$ cat config.mk
export PLATFORM = sky130hd
export DESIGN_NAME = unix_seconds_to_calendar_date
export DESIGN_NICKNAME = d
export VERILOG_FILES = /design/src/rtl/uscd_pkg.sv /design/src/rtl/unix_seconds_to_calendar_date.sv /design/src/rtl/uscd_ctrl.sv /design/src/rtl/uscd_dp.sv
export SDC_FILE = /design/constraint.sdc
export NUM_CORES = 2
export LEC_CHECK = 0
export BUFFER_PORTS_ARGS = -buffer_cell sky130_fd_sc_hd__clkbuf_2
export CELL_PAD_IN_SITES_DETAIL_PLACEMENT = 1
export CELL_PAD_IN_SITES_GLOBAL_PLACEMENT = 2
export CORE_UTILIZATION = 38
export CTS_BUF_LIST = sky130_fd_sc_hd__clkbuf_2
export DETAILED_ROUTE_END_ITERATION = 7
export PLACE_DENSITY_LB_ADDON = 0.1
export SKIP_CTS_REPAIR_TIMING = 1
export SLEW_MARGIN = 40
export SYNTH_ARGS = -nofsm -noshare
export SYNTH_HDL_FRONTEND = slang
export SYNTH_SLANG_ARGS = --single-unit
$ cat constraint.sdc
create_clock -name clk -period 6.9 [get_ports clk]
set_input_delay 1.38 -clock clk [delete_from_list [all_inputs] [get_ports clk]]
set_output_delay 1.38 -clock clk [all_outputs]
set_load 0.01 [all_outputs]
$ cat src/rtl/uscd_pkg.sv
// ----------------------------------------------------------------------------
// uscd_pkg: shared types and constants of the Unix time to calendar converter
// Holds the controller-to-datapath command and status structs, the
// division constants and the month length table.
// ----------------------------------------------------------------------------
package uscd_pkg;

  localparam logic [31:0] SECS_PER_DAY  = 32'd86400;
  localparam logic [31:0] SECS_PER_HOUR = 32'd3600;
  localparam logic [31:0] SECS_PER_MIN  = 32'd60;
  localparam logic [11:0] BASE_YEAR     = 12'd1970;
  localparam logic [6:0]  BASE_MOD100   = 7'd70;
  localparam logic [8:0]  BASE_MOD400   = 9'd370;
  localparam logic [8:0]  LEAP_YEAR_LEN = 9'd366;
  localparam logic [8:0]  YEAR_LEN      = 9'd365;
  localparam logic [3:0]  LAST_MONTH    = 4'd11;

  // Reciprocals: seconds/128 over 675 (shift 35), seconds over 3600 (shift 29),
  // over 60 (shift 18); widths match the products they feed
  localparam logic [50:0] DAY_RECIP     = 51'd50903317;
  localparam logic [34:0] HOUR_RECIP    = 35'd149131;
  localparam logic [24:0] MIN_RECIP     = 25'd4370;

  typedef struct packed {
    logic load;
    logic day_quot;
    logic day_rem;
    logic hour_quot;
    logic hour_rem;
    logic min_quot;
    logic min_rem;
    logic year_step;
    logic month_step;
  } cmd_t;

  typedef struct packed {
    logic year_fits;
    logic month_fits;
  } sts_t;

  function automatic logic [4:0] month_len(input logic [3:0] month, input logic leap);
    logic [4:0] len;
    case (month)
      4'd0:    len = 5'd31;
      4'd1:    len = leap ? 5'd29 : 5'd28;
      4'd2:    len = 5'd31;
      4'd3:    len = 5'd30;
      4'd4:    len = 5'd31;
      4'd5:    len = 5'd30;
      4'd6:    len = 5'd31;
      4'd7:    len = 5'd31;
      4'd8:    len = 5'd30;
      4'd9:    len = 5'd31;
      4'd10:   len = 5'd30;
      default: len = 5'd31;
    endcase
    return len;
  endfunction

endpackage

$ cat src/rtl/unix_seconds_to_calendar_date.sv
// ----------------------------------------------------------------------------
// unix_seconds_to_calendar_date: Unix time to Gregorian date and time of day
// Converts a 32-bit count of seconds since 1970-01-01 00:00:00 into year,
// month, day, hour, minute and second.
//
// Request channel: drive in_unix_seconds and raise start; the request is
// taken at a rising edge with start high and busy low. busy stays high until
// the result has been strobed, and start is ignored meanwhile.
// Result channel: out_valid is high for exactly one cycle with the date on
// the out_cal_* ports; the receiver must take it in that cycle, it cannot
// stall the block. The fields hold their values until the next request.
// The strobe follows the day, hour and minute divisions by reciprocal
// multiplication, quotient and remainder in separate states, and then the
// year and month loops, which subtract one whole year and one whole month
// per cycle. A new request is taken the cycle after the strobe.
// Synchronous reset returns the sequencer to idle, with no result pending;
// no clearing pass is needed.
// ----------------------------------------------------------------------------
module unix_seconds_to_calendar_date
  import uscd_pkg::*;
(
  input  logic        clk,
  input  logic        rst_n,
  input  logic        start,
  output logic        busy,
  input  logic [31:0] in_unix_seconds,
  output logic        out_valid,
  output logic [11:0] out_cal_year,
  output logic [3:0]  out_cal_month,
  output logic [4:0]  out_cal_day,
  output logic [4:0]  out_cal_hour,
  output logic [5:0]  out_cal_minute,
  output logic [5:0]  out_cal_second
);

  cmd_t cmd;
  sts_t sts;

  uscd_ctrl u_ctrl (
    .clk       (clk),
    .rst_n     (rst_n),
    .start     (start),
    .busy      (busy),
    .out_valid (out_valid),
    .cmd       (cmd),
    .sts       (sts)
  );

  uscd_dp u_dp (
    .clk             (clk),
    .rst_n           (rst_n),
    .cmd             (cmd),
    .sts             (sts),
    .in_unix_seconds (in_unix_seconds),
    .out_cal_year    (out_cal_year),
    .out_cal_month   (out_cal_month),
    .out_cal_day     (out_cal_day),
    .out_cal_hour    (out_cal_hour),
    .out_cal_minute  (out_cal_minute),
    .out_cal_second  (out_cal_second)
  );

endmodule

$ cat src/rtl/uscd_ctrl.sv
// ----------------------------------------------------------------------------
// uscd_ctrl: sequencer of the Unix time to calendar converter
// Steps the datapath through the day, hour and minute divisions, then
// through the year and month subtraction loops, and strobes the result.
// ----------------------------------------------------------------------------
module uscd_ctrl
  import uscd_pkg::*;
(
  input  logic clk,
  input  logic rst_n,
  input  logic start,
  output logic busy,
  output logic out_valid,
  output cmd_t cmd,
  input  sts_t sts
);

  localparam logic [3:0] ST_IDLE   = 4'd0;
  localparam logic [3:0] ST_DAY_Q  = 4'd1;
  localparam logic [3:0] ST_DAY_R  = 4'd2;
  localparam logic [3:0] ST_HOUR_Q = 4'd3;
  localparam logic [3:0] ST_HOUR_R = 4'd4;
  localparam logic [3:0] ST_MIN_Q  = 4'd5;
  localparam logic [3:0] ST_MIN_R  = 4'd6;
  localparam logic [3:0] ST_YEAR   = 4'd7;
  localparam logic [3:0] ST_MONTH  = 4'd8;
  localparam logic [3:0] ST_DONE   = 4'd9;

  logic [3:0] state_r, state_nxt;

  assign busy      = (state_r != ST_IDLE);
  assign out_valid = (state_r == ST_DONE);

  always_comb begin
    state_nxt = state_r;
    cmd       = '0;
    case (state_r)
      ST_IDLE: begin
        if (start) begin
          cmd.load  = 1'b1;
          state_nxt = ST_DAY_Q;
        end
      end
      ST_DAY_Q: begin
        cmd.day_quot = 1'b1;
        state_nxt    = ST_DAY_R;
      end
      ST_DAY_R: begin
        cmd.day_rem = 1'b1;
        state_nxt   = ST_HOUR_Q;
      end
      ST_HOUR_Q: begin
        cmd.hour_quot = 1'b1;
        state_nxt     = ST_HOUR_R;
      end
      ST_HOUR_R: begin
        cmd.hour_rem = 1'b1;
        state_nxt    = ST_MIN_Q;
      end
      ST_MIN_Q: begin
        cmd.min_quot = 1'b1;
        state_nxt    = ST_MIN_R;
      end
      ST_MIN_R: begin
        cmd.min_rem = 1'b1;
        state_nxt   = ST_YEAR;
      end
      ST_YEAR: begin
        if (sts.year_fits) begin
          state_nxt = ST_MONTH;
        end else begin
          cmd.year_step = 1'b1;
        end
      end
      ST_MONTH: begin
        if (sts.month_fits) begin
          state_nxt = ST_DONE;
        end else begin
          cmd.month_step = 1'b1;
        end
      end
      ST_DONE: begin
        state_nxt = ST_IDLE;
      end
      default: begin
        state_nxt = ST_IDLE;
      end
    endcase
  end

  always_ff @(posedge clk) begin
    if (!rst_n) begin
      state_r <= ST_IDLE;
    end else begin
      state_r <= state_nxt;
    end
  end

  a_start_busy: assert property (@(posedge clk) disable iff (!rst_n)
    (start && !busy) |=> (busy && state_r == ST_DAY_Q))
    else $error("request accepted but conversion did not begin");

  a_single_strobe: assert property (@(posedge clk) disable iff (!rst_n)
    out_valid |=> !out_valid)
    else $error("result strobe longer than one cycle");

  a_strobe_after_month: assert property (@(posedge clk) disable iff (!rst_n)
    out_valid |-> ($past(state_r) == ST_MONTH && $past(sts.month_fits)))
    else $error("result strobe without a finished month search");

endmodule

$ cat src/rtl/uscd_dp.sv
// ----------------------------------------------------------------------------
// uscd_dp: datapath of the Unix time to calendar converter
// Reciprocal multiplication splits off days, hours and minutes, quotient
// and remainder in separate cycles, then one year or one month is
// subtracted per cycle from the day count.
// ----------------------------------------------------------------------------
module uscd_dp
  import uscd_pkg::*;
(
  input  logic        clk,
  input  logic        rst_n,
  input  cmd_t        cmd,
  output sts_t        sts,
  input  logic [31:0] in_unix_seconds,
  output logic [11:0] out_cal_year,
  output logic [3:0]  out_cal_month,
  output logic [4:0]  out_cal_day,
  output logic [4:0]  out_cal_hour,
  output logic [5:0]  out_cal_minute,
  output logic [5:0]  out_cal_second
);

  logic [31:0] rem_r, rem_nxt;
  logic [15:0] days_r, days_nxt;
  logic [4:0]  hour_r, hour_nxt;
  logic [5:0]  min_r, min_nxt;
  logic [11:0] year_r, year_nxt;
  logic [6:0]  mod100_r, mod100_nxt;
  logic [8:0]  mod400_r, mod400_nxt;
  logic [3:0]  month_r, month_nxt;

  logic [50:0] prod_day;
  logic [34:0] prod_hour;
  logic [24:0] prod_min;
  logic [31:0] day_span;
  logic [31:0] hour_span;
  logic [31:0] min_span;
  logic        leap;
  logic [8:0]  ylen;
  logic [4:0]  mlen;

  assign prod_day  = {26'd0, rem_r[31:7]} * DAY_RECIP;
  assign prod_hour = {18'd0, rem_r[16:0]} * HOUR_RECIP;
  assign prod_min  = {13'd0, rem_r[11:0]} * MIN_RECIP;

  assign day_span  = {16'd0, days_r} * SECS_PER_DAY;
  assign hour_span = {27'd0, hour_r} * SECS_PER_HOUR;
  assign min_span  = {26'd0, min_r} * SECS_PER_MIN;

  assign leap = ((year_r[1:0] == 2'd0) && (mod100_r != 7'd0)) || (mod400_r == 9'd0);
  assign ylen = leap ? LEAP_YEAR_LEN : YEAR_LEN;
  assign mlen = month_len(month_r, leap);

  assign sts.year_fits  = (days_r < {7'd0, ylen});
  assign sts.month_fits = (month_r == LAST_MONTH) || (days_r < {11'd0, mlen});

  always_comb begin
    rem_nxt    = rem_r;
    days_nxt   = days_r;
    hour_nxt   = hour_r;
    min_nxt    = min_r;
    year_nxt   = year_r;
    mod100_nxt = mod100_r;
    mod400_nxt = mod400_r;
    month_nxt  = month_r;
    if (cmd.load) begin
      rem_nxt    = in_unix_seconds;
      days_nxt   = '0;
      hour_nxt   = '0;
      min_nxt    = '0;
      year_nxt   = BASE_YEAR;
      mod100_nxt = BASE_MOD100;
      mod400_nxt = BASE_MOD400;
      month_nxt  = '0;
    end else if (cmd.day_quot) begin
      days_nxt = prod_day[50:35];
    end else if (cmd.day_rem) begin
      rem_nxt = rem_r - day_span;
    end else if (cmd.hour_quot) begin
      hour_nxt = prod_hour[33:29];
    end else if (cmd.hour_rem) begin
      rem_nxt = rem_r - hour_span;
    end else if (cmd.min_quot) begin
      min_nxt = prod_min[23:18];
    end else if (cmd.min_rem) begin
      rem_nxt = rem_r - min_span;
    end else if (cmd.year_step) begin
      days_nxt   = days_r - {7'd0, ylen};
      year_nxt   = year_r + 12'd1;
      mod100_nxt = (mod100_r == 7'd99) ? 7'd0 : mod100_r + 7'd1;
      mod400_nxt = (mod400_r == 9'd399) ? 9'd0 : mod400_r + 9'd1;
    end else if (cmd.month_step) begin
      days_nxt  = days_r - {11'd0, mlen};
      month_nxt = month_r + 4'd1;
    end
  end

  always_ff @(posedge clk) begin
    if (!rst_n) begin
      month_r <= '0;
    end else begin
      month_r <= month_nxt;
    end
  end

  always_ff @(posedge clk) begin
    rem_r    <= rem_nxt;
    days_r   <= days_nxt;
    hour_r   <= hour_nxt;
    min_r    <= min_nxt;
    year_r   <= year_nxt;
    mod100_r <= mod100_nxt;
    mod400_r <= mod400_nxt;
  end

  assign out_cal_year   = year_r;
  assign out_cal_month  = month_r + 4'd1;
  assign out_cal_day    = days_r[4:0] + 5'd1;
  assign out_cal_hour   = hour_r;
  assign out_cal_minute = min_r;
  assign out_cal_second = rem_r[5:0];

endmodule

=== Word level (Yosys, flattened, before mapping) ===
Index checks and enable logic that the tools add are counted.
W data, S select, Z words.

* Register bits after elaboration: 95
* Bits of input ports: 35
* Output and inout bits: 40
* Word-level logic and storage cells: 118

* Add/subtract/negate cells: 10
* Multiply operators: 6
* Order comparisons: 2
* Equality and inequality tests: 28
* Muxes and demuxes: 36
* Bitwise logic cells: 8
* Reduce and logical (&&, ||, !) cells: 19

{| class="wikitable"
|+ Operators by type and width
! kind !! count
|-
| $mux W32 || 7
|-
| $mux W16 || 8
|-
| $mul A25 B26 Y51 const B || 1
|-
| $pmux W4 S9 || 1
|-
| $mul A17 B18 Y34 const B || 1
|-
| $sub A32 B12 Y32 || 1
|-
| $sub A32 B17 Y32 || 1
|-
| $sub A32 B32 Y32 || 1
|-
| $mul A16 B10 Y25 const B || 1
|-
| $mul A12 B12 Y23 const B || 1
|-
| $eq A4 B3 Y1 const B || 5
|-
| $eq A4 B4 Y1 const B || 5
|-
| $lt A16 B5 Y1 || 1
|-
| $lt A16 B9 Y1 || 1
|-
| $sub A16 B5 Y16 || 1
|-
| $sub A16 B9 Y16 || 1
|-
| $mul A5 B8 Y13 const B || 1
|-
| $mux W1 || 13
|-
| $add A12 B1 Y12 const B || 1
|-
| $eq A4 B2 Y1 const B || 3
|-
| $mux W4 || 3
|-
| $ne A2 B1 Y1 const B || 6
|-
| $mul A6 B4 Y10 const B || 1
|-
| $pmux W5 S2 || 1
|-
| 30 further kinds || 43
|}

=== Depth between registers and ports, before layout ===
* Word-level depth: 17
* Gate-level depth with buffers: 27
* Gate-level depth less buffers: 26

=== Hierarchy ===
A second synthesis with hierarchy kept.

* Cell total of the unflattened synthesis: 2840
* Area, all modules: 26165.1 um^2

{| class="wikitable"
|+ By module, submodules not included
! module !! instances !! cells each !! area an instance (um^2) !! sequential area each (um^2)
|-
| uscd_dp || 1 || 2802 || 25878.6 || 2142.1
|-
| uscd_ctrl || 1 || 38 || 286.5 || 80.1
|}

=== Worst setup path after synthesis ===
No wires, ideal clock.

* Path kind: flip-flop to flip-flop
* From: reg u_dp.rem_r[16]
* To: reg u_dp.days_r[15]
* Setup time: 0.086 ns
* Arrival: 6.344 ns
* Data required time: 6.814 ns
* Setup slack: 0.470 ns
* Stages on the path, launching flop included: 22
* Buffers on the path: 0
* Period minus slack after synthesis: 6.430 ns
* Path through: edfxtp_1 -> ha_1 -> inv_1 -> fa_1 -> fa_1 -> inv_1 -> fa_1 -> inv_1 -> fa_1 -> fa_1 -> fa_1 -> inv_1 -> ha_1 -> nand4_1 -> or4_1 -> o211ai_1 -> nand2_1 -> and4_1 -> o221ai_1 -> a31oi_1 -> xnor2_1 -> a211oi_1

* Longest elaborated chain between the ends: 2

{| class="wikitable"
|+ Ends and longest elaborated chain
! item !! line !! text
|-
| start: declaration || uscd_dp.sv:23 || <nowiki>logic [31:0] rem_r, rem_nxt;</nowiki>
|-
| start signal: assignment || uscd_dp.sv:107 || <nowiki>rem_r <= rem_nxt;</nowiki>
|-
| $mul A25 B26 Y51 || uscd_dp.sv:42 || <nowiki>assign prod_day = {26'd0, rem_r[31:7]} * DAY_RECIP;</nowiki>
|-
| $mux W16 || uscd_dp.sv:75 || <nowiki>end else if (cmd.day_quot) begin</nowiki>
|-
| end signal: assignment || uscd_dp.sv:108 || <nowiki>days_r <= days_nxt;</nowiki>
|-
| end: declaration || uscd_dp.sv:24 || <nowiki>logic [15:0] days_r, days_nxt;</nowiki>
|}

No other way between the ends.
A chain may end at the register's enable or synchronous reset.

=== Final worst setup path ===
* From: reg u_dp.rem_r[13]
* To: reg u_dp.days_r[6]

Same word-level chain as after synthesis.

==> results.ini <==
[final_layout]
post_route_cells_drive_above_1_share_pct = 7.51
nNetsFinal = 4007
stdcell_count = 3873
syn_to_final_growth_pct = 8.51
finalCoreUtilization_pct = 41.9

[sta]
timing.final.hold_violations = 0
finalClockSkew_ps = 86.1
whs_ps = 568
total_setup_violations_reported_at_the_end_of_the_flow = 0
max_freq_ghz = 0.151
timing.slew.headroom_pct = 43.1
timing.final.crit_share_pct = 96.2
worst_pin_slew_ps = 847
min_period_ps = 6640
final_max_slew_viol_count = 0

[floorplanning]
dieArea_um2 = 69700
die_h_um = 264
placementRows = 95
core_area_um2 = 67500
die_x_um = 264
num_ports = 75
initial_core_util_pct = 38.7

[status]
run_status = finished, final reports clean

[synth]
synth-edff-count = 32
ys_types = 81
async_reset_ff_share_pct = 0
syn_nets = 3875
synth_largest_type_area_fraction_pct = 32.6
synth_commonest_cells = ha_1, inv_1, fa_1, a21oi_1, nand2_1
dominantRegCellSynth = dfxtp_1
synth.top_cells.by_area = ha_1, fa_1, inv_1, dfxtp_1, edfxtp_1
synth_most_common_cell = ha_1
synth-seq-area-share_pct = 8.51
synthesis.area_um2 = 26100
syn_area_per_cell_um2 = 9.12
synth.largest_area_cell = ha_1
syn_inst = 2861
synth_warnings = 0
synth-seq-cells = 95

[cts]
tritoncts = yes
cts-root-to-sink-buffers = 2
cts_inserted_buffers = 9
cts_root_buf = clkbuf_2
h_tree_depth_reported_by_cts = 3
worst_skew_pair.late_latency_ps = 830
cts.sinks = 95
cts.clk_slew.worst_paths_ps = 410

[global_routing]
grt_start_max_net_pins = 53
gr-usage-all-layers_pct = 23.9
antenna_found_initial = 1
grt_pass1_vias = 22500
grt_pass1_wl_mm = 129
grt-ovfl-total = 0

[route]
wl_mm = 81.5
route.detailed.drc = 0
drt_iter0_drc = 740
post_drt_wl_per_cell_um = 21.1
detailed_routing_iteration_count_for_the_pre_antenna_repair_pass = 4
antenna_violating_nets_post_route = 0
avg_vias_per_cell = 5.21
vias = 20200

[placement]
gp_congestion = 0.912
port-buffer-count = 74
dp_hpwl_mm = 71.6
dp.cells = 3851

[min_path]
timing.hold.worst_path_depth = 2
holdCritPathClass = flop to flop

[worst_setup_path]
worstPathRequired_ps = 7590
end_kind = flop
worstSetupPathType = flop to flop
critPathMaxFanout = 7
worst_path_largest_cell_delay_ps = 680
cp_cell_sequence = inv_1 > ha_1 > fa_1 > ha_1 > inv_1 > fa_1 > inv_1 > fa_1 > fa_1 > inv_1 > fa_1 > inv_1 > ha_1 > a21oi_1 > o21ai_0 > a211oi_1 > o21ai_0 > o211ai_1 > o211ai_1 > o22ai_1 > xor2_2 > a21oi_1
timing.critical_path.from_type = flop
timing.reg2reg.worst_path_depth = 22
critPathArrivalTime_ps = 7330
cpMaxStageDelayCell = edfxtp_1

[run]
max_cap_viol_count = 0

critical path, delay by kind of cell (launching register included):
kind	cells	cell delay, ps
adder cells (fa/ha/maj)	8	3580
AO/OA/AOI/OAI	8	1680
flip-flops	1	680
buffers and inverters	5	310
XOR/XNOR	1	280
stage by stage:
stage | cell area (µm²) | setup TNS [ps] | setup slack [ps]
3_5_place_dp | 28100 | 0 | 62.6
3_3_place_gp | 28000 | 0 | 129
2_1_floorplan | 26100 | 0 | 470
6_report | 28300 | 0 | 265
4_1_cts | 28200 | -86.8 | -86.8
5_1_grt | 28300 | -75.4 | -75.4
kinds of logic after synthesis:
family | count (synthesis) | share of synthesized area (%)
mux | 5 | 0.201
compound gates | 488 | 12.2
buf+inv | 677 | 9.85
flops | 95 | 8.51
fa+ha+maj | 979 | 55.6
simple gates | 471 | 8.74
xor+xnor | 146 | 4.95
metal layers:
metal / track usage (%) / part of all wire [%] / up-vias
met1: 31.6 / 47 / 10100
met3: 1.51 / 1.7 / 61
met2: 42.8 / 50 / 158
met5: 0 / 0 / -
met4: 4.45 / 1.5 / 0
li1: - / - / 9839
worst paths after layout:
check	to	from	slack [ps]
min reg2reg	u_dp.out_cal_year[5]	u_dp.out_cal_year[5]	570
min	u_dp.out_cal_year[5]	u_dp.out_cal_year[5]	570
max reg2reg	u_dp.days_r[6]	u_dp.rem_r[13]	260
max	u_dp.days_r[6]	u_dp.rem_r[13]	260
state kept, by name, summed over array words and instances, names as in the netlist:
signal and flops:
u_dp.month_r 4, u_dp.mod400_r 9, u_dp.out_cal_hour 5, u_dp.rem_r 32, u_dp.out_cal_year 12, u_dp.days_r 16
u_dp.mod100_r 7, u_dp.out_cal_minute 6, u_ctrl.state_r 4
layout by cell type, fill, tap and decap left out, drive strengths merged, types with 7 or more instances in the layout:
cell type / count
a211oi: 30
dfxtp: 63
nand4: 31
o21a: 24
nor2b: 20
a21oi: 133
nand3: 48
a211o: 7
xnor2: 86
o21ai: 97
nor4: 15
or3: 11
ha: 679
edfxtp: 32
o22ai: 16
a21o: 54
o21bai: 17
nor2: 120
inv: 637
nor3: 42
o211ai: 23
buf: 91
nand2: 124
fa: 300
nand2b: 12
clkbuf: 83
and3: 12
o31ai: 9
xor2: 59
a31oi: 16
final cells by class:
cell class              count  area, µm²
fillers                  7883      39200
clock inverters             7       93.8
repair buffers            165       1050
flip-flops and latches     95       2220
well taps                 873       1090
clock buffers               9       45.0
inverters                 633       2380
diodes                      2       5.00
multi-input cells        2089      21400
Power is left out: the tool's default activity adds up to more than one toggle a clock period on the data nets, which glitch-free logic cannot reach.
